--- config.mk ---
export PLATFORM = sky130hd
export DESIGN_NAME = line_rasterizer
export DESIGN_NICKNAME = d
export VERILOG_FILES = /design/src/sv/lr_pkg.sv /design/src/sv/lr_front.sv /design/src/sv/lr_cmd_fifo.sv /design/src/sv/lr_back.sv /design/src/sv/line_rasterizer.sv
export SDC_FILE = /design/constraint.sdc
export NUM_CORES = 1
export LEC_CHECK = 0
export BUFFER_PORTS_ARGS = -buffer_cell sky130_fd_sc_hd__buf_2
export CAP_MARGIN = 10
export CORE_MARGIN = 2
export CORE_UTILIZATION = 50
export DETAILED_ROUTE_END_ITERATION = 16
export GPL_ROUTABILITY_DRIVEN = 0
export PLACE_DENSITY = 0.74
export SLEW_MARGIN = 10
export SYNTH_ARGS = -nofsm -noshare
export SYNTH_HDL_FRONTEND = slang
export SYNTH_SLANG_ARGS = --single-unit
--- constraint.sdc ---
create_clock -name clk -period 10.2 [get_ports clk]
set_clock_uncertainty 0.2 [all_clocks]
set_input_delay 1.02 -clock clk [delete_from_list [all_inputs] [get_ports clk]]
set_output_delay 1.02 -clock clk [all_outputs]
set_load 0.005 [all_outputs]
--- src/sv/lr_pkg.sv ---
// Shared types and constants for the line rasterizer.
`default_nettype none
package lr_pkg;

  localparam int CoordW = 6;
  localparam int ColorW = 24;
  localparam int StepW  = CoordW + 1;
  localparam int ErrW   = 10;

  // Line classes
  localparam logic [2:0] MODE_HORZ     = 3'd0;
  localparam logic [2:0] MODE_VERT     = 3'd1;
  localparam logic [2:0] MODE_SHAL_UP  = 3'd2;
  localparam logic [2:0] MODE_STEEP_UP = 3'd3;
  localparam logic [2:0] MODE_SHAL_DN  = 3'd4;
  localparam logic [2:0] MODE_STEEP_DN = 3'd5;

  typedef struct packed {
    logic [CoordW-1:0] start_x;
    logic [CoordW-1:0] start_y;
    logic [CoordW-1:0] end_x;
    logic [CoordW-1:0] end_y;
    logic [ColorW-1:0] line_color;
  } req_t;

  typedef struct packed {
    logic [CoordW-1:0] pixel_x;
    logic [CoordW-1:0] pixel_y;
    logic [ColorW-1:0] pixel_color;
    logic              last_pixel;
  } pix_t;

  // Prepared line: start point, pixels left after the first, error set-up
  typedef struct packed {
    logic [CoordW-1:0]        x0;
    logic [CoordW-1:0]        y0;
    logic [CoordW-1:0]        remain;
    logic [2:0]               mode;
    logic [StepW-1:0]         step_a;
    logic [StepW-1:0]         step_b;
    logic signed [ErrW-1:0]   err;
    logic [ColorW-1:0]        color;
  } cmd_t;

endpackage
`default_nettype wire

--- src/sv/lr_front.sv ---
// Front end: clamps and orders the endpoints and classifies the line.
`default_nettype none
module lr_front #(
  parameter int COORD_RANGE = 64
) (
  input  var lr_pkg::req_t req,
  output lr_pkg::cmd_t     cmd
);

  localparam logic [lr_pkg::CoordW:0]   Limit = (lr_pkg::CoordW + 1)'(COORD_RANGE);
  localparam logic [lr_pkg::CoordW-1:0] Top   = lr_pkg::CoordW'(COORD_RANGE - 1);

  logic [lr_pkg::CoordW-1:0] ax, ay, bx, by;
  logic [lr_pkg::CoordW-1:0] x0, y0, x1, y1;
  logic [lr_pkg::CoordW-1:0] dx, ady;
  logic                      rising;

  function automatic logic [lr_pkg::CoordW-1:0] clamp(input logic [lr_pkg::CoordW-1:0] v);
    clamp = ({1'b0, v} >= Limit) ? Top : v;
  endfunction

  // Saturate coordinates and order endpoints so x does not decrease
  always_comb begin
    ax = clamp(req.start_x);
    ay = clamp(req.start_y);
    bx = clamp(req.end_x);
    by = clamp(req.end_y);
    if (ax > bx) begin
      x0 = bx; y0 = by; x1 = ax; y1 = ay;
    end else begin
      x0 = ax; y0 = ay; x1 = bx; y1 = by;
    end
    dx     = x1 - x0;
    rising = (y1 >= y0);
    ady    = rising ? (y1 - y0) : (y0 - y1);
  end

  // Classify and set up the error term
  always_comb begin
    cmd.x0     = x0;
    cmd.y0     = y0;
    cmd.color  = req.line_color;
    cmd.step_a = '0;
    cmd.step_b = '0;
    cmd.err    = '0;
    if (y0 == y1) begin
      cmd.mode   = lr_pkg::MODE_HORZ;
      cmd.remain = dx;
    end else if (x0 == x1) begin
      cmd.mode   = lr_pkg::MODE_VERT;
      cmd.y0     = rising ? y0 : y1;
      cmd.remain = ady;
    end else if (ady > dx) begin
      cmd.mode   = rising ? lr_pkg::MODE_STEEP_UP : lr_pkg::MODE_STEEP_DN;
      cmd.step_a = {dx, 1'b0};
      cmd.step_b = {ady, 1'b0};
      cmd.err    = $signed({3'b000, dx, 1'b0}) - $signed({4'b0000, ady});
      cmd.remain = ady;
    end else begin
      cmd.mode   = rising ? lr_pkg::MODE_SHAL_UP : lr_pkg::MODE_SHAL_DN;
      cmd.step_a = {ady, 1'b0};
      cmd.step_b = {dx, 1'b0};
      cmd.err    = $signed({3'b000, ady, 1'b0}) - $signed({4'b0000, dx});
      cmd.remain = dx;
    end
  end

endmodule
`default_nettype wire

--- src/sv/lr_cmd_fifo.sv ---
// Short queue of prepared lines between the front end and the stepper.
`default_nettype none
module lr_cmd_fifo #(
  parameter int DEPTH = 2
) (
  input  var logic         clk,
  input  var logic         rst,
  input  var logic         wr_en,
  input  var lr_pkg::cmd_t wr_data,
  output logic             full,
  input  var logic         rd_en,
  output lr_pkg::cmd_t     rd_data,
  output logic             empty
);

  localparam int PtrW = (DEPTH > 1) ? $clog2(DEPTH) : 1;
  localparam int CntW = $clog2(DEPTH + 1);
  localparam logic [PtrW-1:0] LastPtr = PtrW'(DEPTH - 1);

  lr_pkg::cmd_t    entries [DEPTH];
  logic [PtrW-1:0] wr_ptr;
  logic [PtrW-1:0] rd_ptr;
  logic [CntW-1:0] count;

  assign full    = (count == CntW'(DEPTH));
  assign empty   = (count == '0);
  assign rd_data = entries[rd_ptr];

  // Store items
  always_ff @(posedge clk) begin
    if (wr_en) begin
      entries[wr_ptr] <= wr_data;
    end
  end

  // Advance pointers and occupancy
  always_ff @(posedge clk) begin
    if (rst) begin
      wr_ptr <= '0;
      rd_ptr <= '0;
      count  <= '0;
    end else begin
      if (wr_en) begin
        wr_ptr <= (wr_ptr == LastPtr) ? '0 : wr_ptr + 1'b1;
      end
      if (rd_en) begin
        rd_ptr <= (rd_ptr == LastPtr) ? '0 : rd_ptr + 1'b1;
      end
      if (wr_en && !rd_en) begin
        count <= count + 1'b1;
      end else if (rd_en && !wr_en) begin
        count <= count - 1'b1;
      end
    end
  end

endmodule
`default_nettype wire

--- src/sv/lr_back.sv ---
// Back end: steps the midpoint error term and emits one pixel per cycle while the output has room.
`default_nettype none
module lr_back (
  input  var logic         clk,
  input  var logic         rst,
  input  var logic         cmd_empty,
  input  var lr_pkg::cmd_t cmd,
  output logic             cmd_take,
  input  var logic         pop,
  output logic             empty,
  output lr_pkg::pix_t     pix
);

  logic                           busy;
  logic [lr_pkg::CoordW-1:0]      cur_x, cur_y, remain;
  logic [lr_pkg::CoordW-1:0]      x_next, y_next;
  logic [2:0]                     mode;
  logic [lr_pkg::StepW-1:0]       step_a, step_b;
  logic signed [lr_pkg::ErrW-1:0] err, err_next, a_ext, b_ext;
  logic [lr_pkg::ColorW-1:0]      color;
  logic                           out_valid;
  logic                           out_free;
  logic                           err_pos;

  assign out_free = !out_valid || pop;
  assign cmd_take = !busy && !cmd_empty;
  assign empty    = !out_valid;
  assign a_ext    = $signed({3'b000, step_a});
  assign b_ext    = $signed({3'b000, step_b});
  assign err_pos  = !err[lr_pkg::ErrW-1] && (err != '0);

  // Work out the next pixel of the line
  always_comb begin
    x_next   = cur_x;
    y_next   = cur_y;
    err_next = err;
    unique case (mode) inside
      lr_pkg::MODE_HORZ: x_next = cur_x + 1'b1;
      lr_pkg::MODE_VERT: y_next = cur_y + 1'b1;
      lr_pkg::MODE_SHAL_UP, lr_pkg::MODE_SHAL_DN: begin
        x_next = cur_x + 1'b1;
        if (err_pos) begin
          y_next   = (mode == lr_pkg::MODE_SHAL_UP) ? cur_y + 1'b1 : cur_y - 1'b1;
          err_next = err - b_ext + a_ext;
        end else begin
          err_next = err + a_ext;
        end
      end
      lr_pkg::MODE_STEEP_UP, lr_pkg::MODE_STEEP_DN: begin
        y_next = (mode == lr_pkg::MODE_STEEP_UP) ? cur_y + 1'b1 : cur_y - 1'b1;
        if (err_pos) begin
          x_next   = cur_x + 1'b1;
          err_next = err - b_ext + a_ext;
        end else begin
          err_next = err + a_ext;
        end
      end
      default: begin
        x_next   = cur_x;
        y_next   = cur_y;
        err_next = err;
      end
    endcase
  end

  // Line state: load a prepared line, then step while the output has room
  always_ff @(posedge clk) begin
    if (rst) begin
      busy <= 1'b0;
    end else if (cmd_take) begin
      busy <= 1'b1;
    end else if (busy && out_free && (remain == '0)) begin
      busy <= 1'b0;
    end
  end

  always_ff @(posedge clk) begin
    if (cmd_take) begin
      cur_x  <= cmd.x0;
      cur_y  <= cmd.y0;
      remain <= cmd.remain;
      mode   <= cmd.mode;
      step_a <= cmd.step_a;
      step_b <= cmd.step_b;
      err    <= cmd.err;
      color  <= cmd.color;
    end else if (busy && out_free) begin
      cur_x  <= x_next;
      cur_y  <= y_next;
      err    <= err_next;
      remain <= remain - 1'b1;
    end
  end

  // Output register: hold the item until it is popped
  always_ff @(posedge clk) begin
    if (rst) begin
      out_valid <= 1'b0;
    end else if (busy && out_free) begin
      out_valid <= 1'b1;
    end else if (pop) begin
      out_valid <= 1'b0;
    end
  end

  always_ff @(posedge clk) begin
    if (busy && out_free) begin
      pix.pixel_x     <= cur_x;
      pix.pixel_y     <= cur_y;
      pix.pixel_color <= color;
      pix.last_pixel  <= (remain == '0);
    end
  end

endmodule
`default_nettype wire

--- src/sv/line_rasterizer.sv ---
// Line rasterizer: one request in, every pixel of the line out, one pixel per cycle while the result side pops.
// A request passes the queue, the stepper's line registers and the output register in that order.
// A line of n pixels (1 to 64) occupies the stepper for one load step and one step per pixel,
//   the stepper making a single error update per pixel.
// A two-entry queue of prepared lines lets requests be taken while a line is drawn.
// Reset (synchronous, rst high) empties the queue and the output and idles the stepper.
`default_nettype none
module line_rasterizer #(
  parameter int COORD_RANGE = 64
) (
  input  var logic         clk,
  input  var logic         rst,
  input  var logic         push,
  output logic             full,
  input  var lr_pkg::req_t req,
  output logic             empty,
  input  var logic         pop,
  output lr_pkg::pix_t     pix
);

  lr_pkg::cmd_t front_cmd;
  lr_pkg::cmd_t queue_cmd;
  logic         queue_empty;
  logic         cmd_take;
  logic         accept;

  assign accept = push && !full;

  lr_front #(
    .COORD_RANGE(COORD_RANGE)
  ) u_front (
    .req(req),
    .cmd(front_cmd)
  );

  lr_cmd_fifo #(
    .DEPTH(2)
  ) u_queue (
    .clk    (clk),
    .rst    (rst),
    .wr_en  (accept),
    .wr_data(front_cmd),
    .full   (full),
    .rd_en  (cmd_take),
    .rd_data(queue_cmd),
    .empty  (queue_empty)
  );

  lr_back u_back (
    .clk      (clk),
    .rst      (rst),
    .cmd_empty(queue_empty),
    .cmd      (queue_cmd),
    .cmd_take (cmd_take),
    .pop      (pop),
    .empty    (empty),
    .pix      (pix)
  );

endmodule
`default_nettype wire

==> results.sh, run 1 <==
export IMPL_status="finished clean"
export IMPL_rsz0062_at_grt="no"
export IMPL_arrival_ps=7040
export IMPL_clk_path_buf_depth=3
export IMPL_cp_required_ps=10350
export IMPL_pwr_share_seq_pct=41.0
export IMPL_ys_types=80
export IMPL_cts_sinks=239
export IMPL_ys_seq_elements=239
export IMPL_vias_per_cell=5.423
export IMPL_clkLatencyLatePin_ps=510
export IMPL_cp_max_fo=25
export IMPL_period_share_pct=67.55
export IMPL_top_usage_layer="met2"
export IMPL_p_clk_share_pct=18.4
export IMPL_drv_cap=0
export IMPL_synth_top_area_cell="edfxtp_1"
export IMPL_crit_path_top_delay_cell="a31o_1"
export IMPL_relSlewSlack_pct=30.36
export IMPL_area_growth_synth_to_final_pct=12.39
export IMPL_numPortBuffers=90
export IMPL_dr_total_vias=7224
export IMPL_hold_ws_ps=213.9
export IMPL_ir_drop_mv=0.1423
export IMPL_cts_tree="done"
export IMPL_ys_top_cells_by_area="edfxtp_1 (59%), ha_1 (4.8%), mux2_2 (4.3%), mux2i_1 (3.0%), xnor2_1 (2.4%)"
export IMPL_ctsResizeCount=0
export IMPL_wire_per_inst_um=16.56
export IMPL_synthMostInstantiatedCell="edfxtp_1"
export IMPL_slew_violations=0
export IMPL_synth_commonest_cells="edfxtp_1 (232), inv_1 (74), nor2_1 (57), ha_1 (46), o21ai_0 (46)"
export IMPL_crit_type="in2reg"
export IMPL_use_met3_pct=2.491
export IMPL_h_tree_depth=1
export IMPL_grt_usage_pct=17.99
export IMPL_synth_flop_cell="edfxtp_1"
export IMPL_ios=91
export IMPL_power_density_nw_per_um2=329.1
export IMPL_yosysWarnings=0
export IMPL_use_met1_pct=23.47
export IMPL_cp_end_kind="flop"
export IMPL_nNetsFinal=1105
export IMPL_drc=0
export IMPL_grt_max_degree=72
export IMPL_rrSetupSlack_ps=6670
export IMPL_core_um2=23400
export IMPL_clkTransAtPathRegs_ps=60
export IMPL_power_switching_share_pct=35.60
export IMPL_die_area_um2=25020
export IMPL_ant_nets=0
export IMPL_min_period_ps=6890
export IMPL_layout_drive_gt1_share_pct=20.04
export IMPL_grt_pass1_wl_um=35460
export IMPL_synth_enable_flop_cells=232
export IMPL_routed_wirelength_um=22050
export IMPL_p_leak_nw=5.085
export IMPL_drt_iter0_drc=531
export IMPL_synth_avg_cell_area_um2=13.08
export IMPL_dr_pass1_iters=7
export IMPL_placement_rows=56
export IMPL_timing_fmax_mhz=145.1
export IMPL_cp_common_cell="ha_1"
export IMPL_power_switching_mw=1.565
export IMPL_syn_inst=909
export IMPL_final_util_pct=57.08
export IMPL_setup_viol=0
export IMPL_yosys_area_top_type_share_pct=58.61
export IMPL_dp_hpwl_um=15290
export IMPL_synthesis_nets=1016
export IMPL_die_w_um=158.2
export IMPL_finalHoldViolCount=0
export IMPL_critPathMaxStageDelay_ps=800
export IMPL_setup_tns_ps=0
export IMPL_path_cells="buf_2 > inv_1 > ha_1 > nand2_1 > nor2_4 > a31o_1 > a21oi_1 > ha_1 > a211oi_2 > o211a_1 > xnor2_1 > mux2i_1 > xor2_1 > inv_1 > ha_1 > and3_1 > a41oi_2 > or2_1 > mux2_1 > nor2_1"
export IMPL_worst_pin_slew_ps=1038
export IMPL_antenna_found_initial=0
export IMPL_hp_class="reg2reg"
export IMPL_diodes=0
export IMPL_use_met2_pct=30.99
export IMPL_intPower_mw=2.831
export IMPL_power_frac_comb_pct=40.6
export IMPL_total_power_mw=4.396
export IMPL_grt_pass1_vias=7155
export IMPL_synth_area_um2=11890
export IMPL_die_h_um=158.2
export IMPL_fillCellCount=1901
export IMPL_hold_buffers=0
export IMPL_root_buffer="clkbuf_16"
export IMPL_grt_overflow_total=0
export IMPL_crit_family="compound AO/OA/AOI/OAI gates"
export IMPL_initial_utilization_pct=50.79
export IMPL_cts_buffers_inserted=23
export IMPL_crit_path_start_kind="primary input"
export IMPL_post_cts_buffers=0
export IMPL_path_buf_inv=3
export IMPL_ys_seq_area_share_pct=59.79
export IMPL_async_reset_ff_share_pct=0
-- power by group through the flow --
| stage | Combinational [mW] | Clock (mW) | Sequential (mW) |
|---|---|---|---|
| 4_1_cts | 1.79 | 0.832 | 1.81 |
| 3_5_place_dp | 1.77 | 0 | 1.83 |
| 6_report | 1.78 | 0.809 | 1.80 |
| 2_1_floorplan | 1.41 | 0 | 1.74 |
| 5_1_grt | 2.02 | 0.868 | 1.84 |
| 3_3_place_gp | 1.71 | 0 | 1.81 |
-- routing by layer --
metal | part of all wire (%) | vias up
met5 | 0 | -
met4 | 2.3 | 0
met3 | 4.7 | 40
met2 | 48 | 192
met1 | 45 | 3479
li1 | - | 3513
-- metrics by stage --
stage	instance area, um^2	worst slack [ps]	instances
2_1_floorplan	11890	3876	909
3_3_place_gp	12640	3135	1292
3_5_place_dp	12640	2892	1292
4_1_cts	13360	3418	1332
5_1_grt	13360	2823	1332
6_report	13360	3310	1332
-- state kept, by name, summed over array words and instances (netlist names), named ones only --
register / count
u_queue.count: 2
u_back.color: 24
u_back.pix: 37
u_queue.rd_ptr: 1
u_back.step_a: 6
u_back.cur_x: 6
u_back.cur_y: 6
u_back.remain: 6
u_back.err: 10
u_back.step_b: 6
u_back.out_valid: 1
u_queue.entries: 128
u_back.mode: 3
u_back.busy: 1
u_queue.wr_ptr: 1
-- path summary, 6_finish.rpt --
check,start,end,cells after the start
setup / recovery,req[42],u_queue.entries[0][26],20
hold / removal,u_back.color[3],u_back.pix[4],0
setup reg to reg,u_back.err[2],u_back.err[9],15
hold reg to reg,u_back.color[3],u_back.pix[4],0
-- logic make-up after synthesis --
| family | Yosys count | synth area share (%) |
|---|---|---|
| AOI/OAI and AO/OA | 171 | 9.653 |
| xor gates and xnor gates | 52 | 4.137 |
| adders and majority gates | 63 | 7.042 |
| buffers and inverters | 104 | 3.547 |
| DFF | 239 | 59.79 |
| muxes | 84 | 7.632 |
| and+or+nand+nor | 196 | 8.200 |
-- final cells by class --
class | instances | area (um^2) | share of cell area [%]
repair buffers | 94 | 480.5 | 3.597
multi-input cells | 566 | 4374 | 32.74
flip-flops and latches | 239 | 7111 | 53.23
clock inverters | 16 | 137.6 | 1.030
inverters | 74 | 277.8 | 2.079
clock buffers | 24 | 579.3 | 4.336
well taps | 319 | 399.1 | 2.988
-- placed cells by master, fill, tap and decap left out, types with 6 or more instances in the layout --
master     instances
edfxtp_1         232
buf_2             90
inv_1             73
nor2_1            56
ha_1              46
o21ai_0           45
nand2_1           45
mux2_2            45
a21oi_1           42
mux2i_1           36
xnor2_1           33
clkbuf_16         23
nor2b_1           22
a211oi_1          20
nor3_1            18
xor2_1            15
nand3_1           14
a21o_1            12
nand2b_1           9
fa_1               9
nand4_1            8
maj3_1             7
o21bai_1           6
clkinv_2           6
dfxtp_1            6
Note: power is estimated with default switching activity, not from simulation.
==> run 2, diff against run 1 <==
ABC_AREA = 1   (was not set)
clock period = 6.9 ns   (was 10.2 ns; I/O delays follow)
==> run 2 against run 1 <==
Sequential cell count stayed put. Die area is 0.81% higher. Core utilization is 0.32 points higher. Synthesized area is 0.83% higher. Cell count is 21% higher. Global-route usage is 0.38 points higher. Critical path depth is 2 higher.
==> results.sh, run 2 <==
export IMPL_clkTransAtPathRegs_ps=60
export IMPL_yosysWarnings=0
export IMPL_r2r_cells=19
export IMPL_synth_flop_cell="edfxtp_1"
export IMPL_period_share_pct=71.22
export IMPL_cp_max_fo=30
export IMPL_hold_depth=1
export IMPL_p_leak_nw=5.864
export IMPL_timing_fmax_mhz=203.5
export IMPL_antenna_found_initial=0
export IMPL_dr_total_vias=8289
export IMPL_ctsResizeCount=0
export IMPL_drt_iter0_drc=630
export IMPL_nNetsFinal=1382
export IMPL_total_power_mw=6.467
export IMPL_layout_drive_gt1_share_pct=14.42
export IMPL_ys_top_cells_by_area="edfxtp_1 (58%), nand2_1 (11%), ha_1 (4.8%), inv_1 (4.6%), nor2_1 (2.1%)"
export IMPL_slew_violations=0
export IMPL_synth_area_um2=11990
export IMPL_register_area_um2=7108
export IMPL_synth_avg_cell_area_um2=10.15
export IMPL_core_um2=23470
export IMPL_min_period_ps=4914
export IMPL_cts_tree="done"
export IMPL_layout_commonest_cell="nand2_1"
export IMPL_numPortBuffers=90
export IMPL_grt_pass1_wl_um=38220
export IMPL_synth_enable_flop_cells=232
export IMPL_h_tree_depth=1
export IMPL_vias_per_cell=5.152
export IMPL_post_cts_buffers=0
export IMPL_multiInputGateArea_um2=4190
export IMPL_grt_max_degree=86
export IMPL_synthMostInstantiatedCell="nand2_1"
export IMPL_ys_seq_area_share_pct=59.30
export IMPL_clk_path_buf_depth=3
export IMPL_grt_pass1_vias=7934
export IMPL_placed_area_um2=12770
export IMPL_hp_class="in2reg"
export IMPL_die_area_um2=25230
export IMPL_arrival_ps=5000
export IMPL_async_reset_ff_share_pct=0
export IMPL_clkLatencyLatePin_ps=490
export IMPL_postLayoutCellArea_um2=13470
export IMPL_routed_wirelength_um=23020
export IMPL_drv_cap=0
export IMPL_diodes=0
export IMPL_crit_type="in2reg"
export IMPL_finalHoldViolCount=0
export IMPL_wire_per_inst_um=14.30
export IMPL_synthesis_nets=1288
export IMPL_grt_overflow_total=0
export IMPL_cp_end_kind="flop"
export IMPL_regMostFlops="u_queue.entries"
export IMPL_die_w_um=158.8
export IMPL_ios=91
export IMPL_die_h_um=158.8
export IMPL_reg_top3="u_queue.entries x128, u_back.pix x37, u_back.color x24"
export IMPL_synth_commonest_cells="nand2_1 (353), edfxtp_1 (232), inv_1 (146), nor2_1 (68), o21ai_0 (50)"
export IMPL_ant_nets=0
export IMPL_yosys_area_top_type_share_pct=58.13
export IMPL_fillCellCount=1900
export IMPL_ys_seq_elements=239
export IMPL_placement_rows=56
export IMPL_cts_buffers_inserted=22
export IMPL_setup_viol=0
export IMPL_status="finished clean"
export IMPL_root_buffer="clkbuf_16"
export IMPL_ys_types=49
export IMPL_final_cell_mix="nand2_1 (353), edfxtp_1 (232), inv_1 (145), buf_2 (90), nor2_1 (66)"
export IMPL_largest_reg_flops=128
export IMPL_rsz0062_at_grt="no"
export IMPL_area_growth_synth_to_final_pct=12.42
export IMPL_grt_usage_pct=18.37
export IMPL_cts_sinks=239
export IMPL_cp_required_ps=6990
export IMPL_relSlewSlack_pct=24.44
export IMPL_crit_path_start_kind="primary input"
export IMPL_setup_tns_ps=0
export IMPL_dp_hpwl_um=16050
export IMPL_synth_top_area_cell="edfxtp_1"
export IMPL_hold_buffers=0
export IMPL_worst_pin_slew_ps=1129
export IMPL_drc=0
export IMPL_initial_utilization_pct=51.06
export IMPL_dr_pass1_iters=5
export IMPL_ir_drop_mv=0.2607
export IMPL_syn_inst=1181
export IMPL_power_density_nw_per_um2=480.0
==> run 2: critical path: stages <==
cell	delay [ps]
buf_2	80
inv_1	50
ha_1	370
nand2_2	100
nor2_4	150
nand3_4	200
nand2_4	320
nand2_1	70
o21ai_0	140
o21ai_1	180
ha_1	230
o21ai_1	190
a21oi_1	80
or2_2	290
xnor2_1	370
ha_1	320
a21o_1	160
a21oi_1	210
nand2_4	110
nand2_4	270
o21ai_1	110
a21oi_1	310
==> run 2: power by group <==
| part | internal (mW) | total (mW) | switching [mW] |
|---|---|---|---|
| registers | 2.39 | 2.59 | 0.194 |
| clock network | 0.684 | 1.17 | 0.487 |
| logic | 0.903 | 2.71 | 1.81 |
| total | 3.98 | 6.47 | 2.49 |
==> run 2: metrics by stage <==
step | util (%) | hold slack, ps | cells | setup slack [ps]
final | 57.40 | 184.5 | 1609 | 1986
after global routing | 57.40 | 163.6 | 1609 | 1573
after CTS | 57.40 | 166.9 | 1609 | 2074
after detailed placement | 54.40 | 204.5 | 1570 | 1575
after global placement | 54.40 | 200.5 | 1570 | 1596
after floorplan | - | 200.3 | 1181 | 2216
==> run 2: cells by family (layout without fill, tap and decap cells) <==
kind of cell | count (synthesis) | after routing | synth area share (%)
AO/OA/AOI/OAI | 148 | 148 | 7.036
XOR/XNOR | 30 | 30 | 2.318
adder cells (fa/ha/maj) | 55 | 55 | 6.305
buffers and inverters | 177 | 286 | 5.867
flip-flops | 239 | 239 | 59.30
AND/OR/NAND/NOR | 532 | 532 | 19.18
==> run 2: worst paths after layout <==
path                    start                      to  slack (ps)
max                   req[34]  u_queue.entries[1][47]        1990
min                   req[12]  u_queue.entries[1][12]         180
max reg2reg     u_back.err[4]           u_back.err[9]        3530
min reg2reg  u_back.color[12]          u_back.pix[13]         220
==> run 2: area by class of cell <==
cell class              count  area share (%)
clock buffers              27           4.383
clock inverters            12          0.8543
inverters                 150           4.216
multi-input cells         765           31.10
flip-flops and latches    239           52.75
well taps                 319           2.962
repair buffers             97           3.733
==> run 2: per-layer routing <==
metal / share of wire, % / vias up / routed length (um) / track usage (%)
met1: 45 / 3881 / 10370 / 24.62
met3: 4.9 / 35 / 1117 / 2.142
met5: 0 / - / 0 / 0
met4: 1.9 / 0 / 444 / 5.546
li1: - / 4138 / - / -
met2: 48 / 235 / 11090 / 31.56
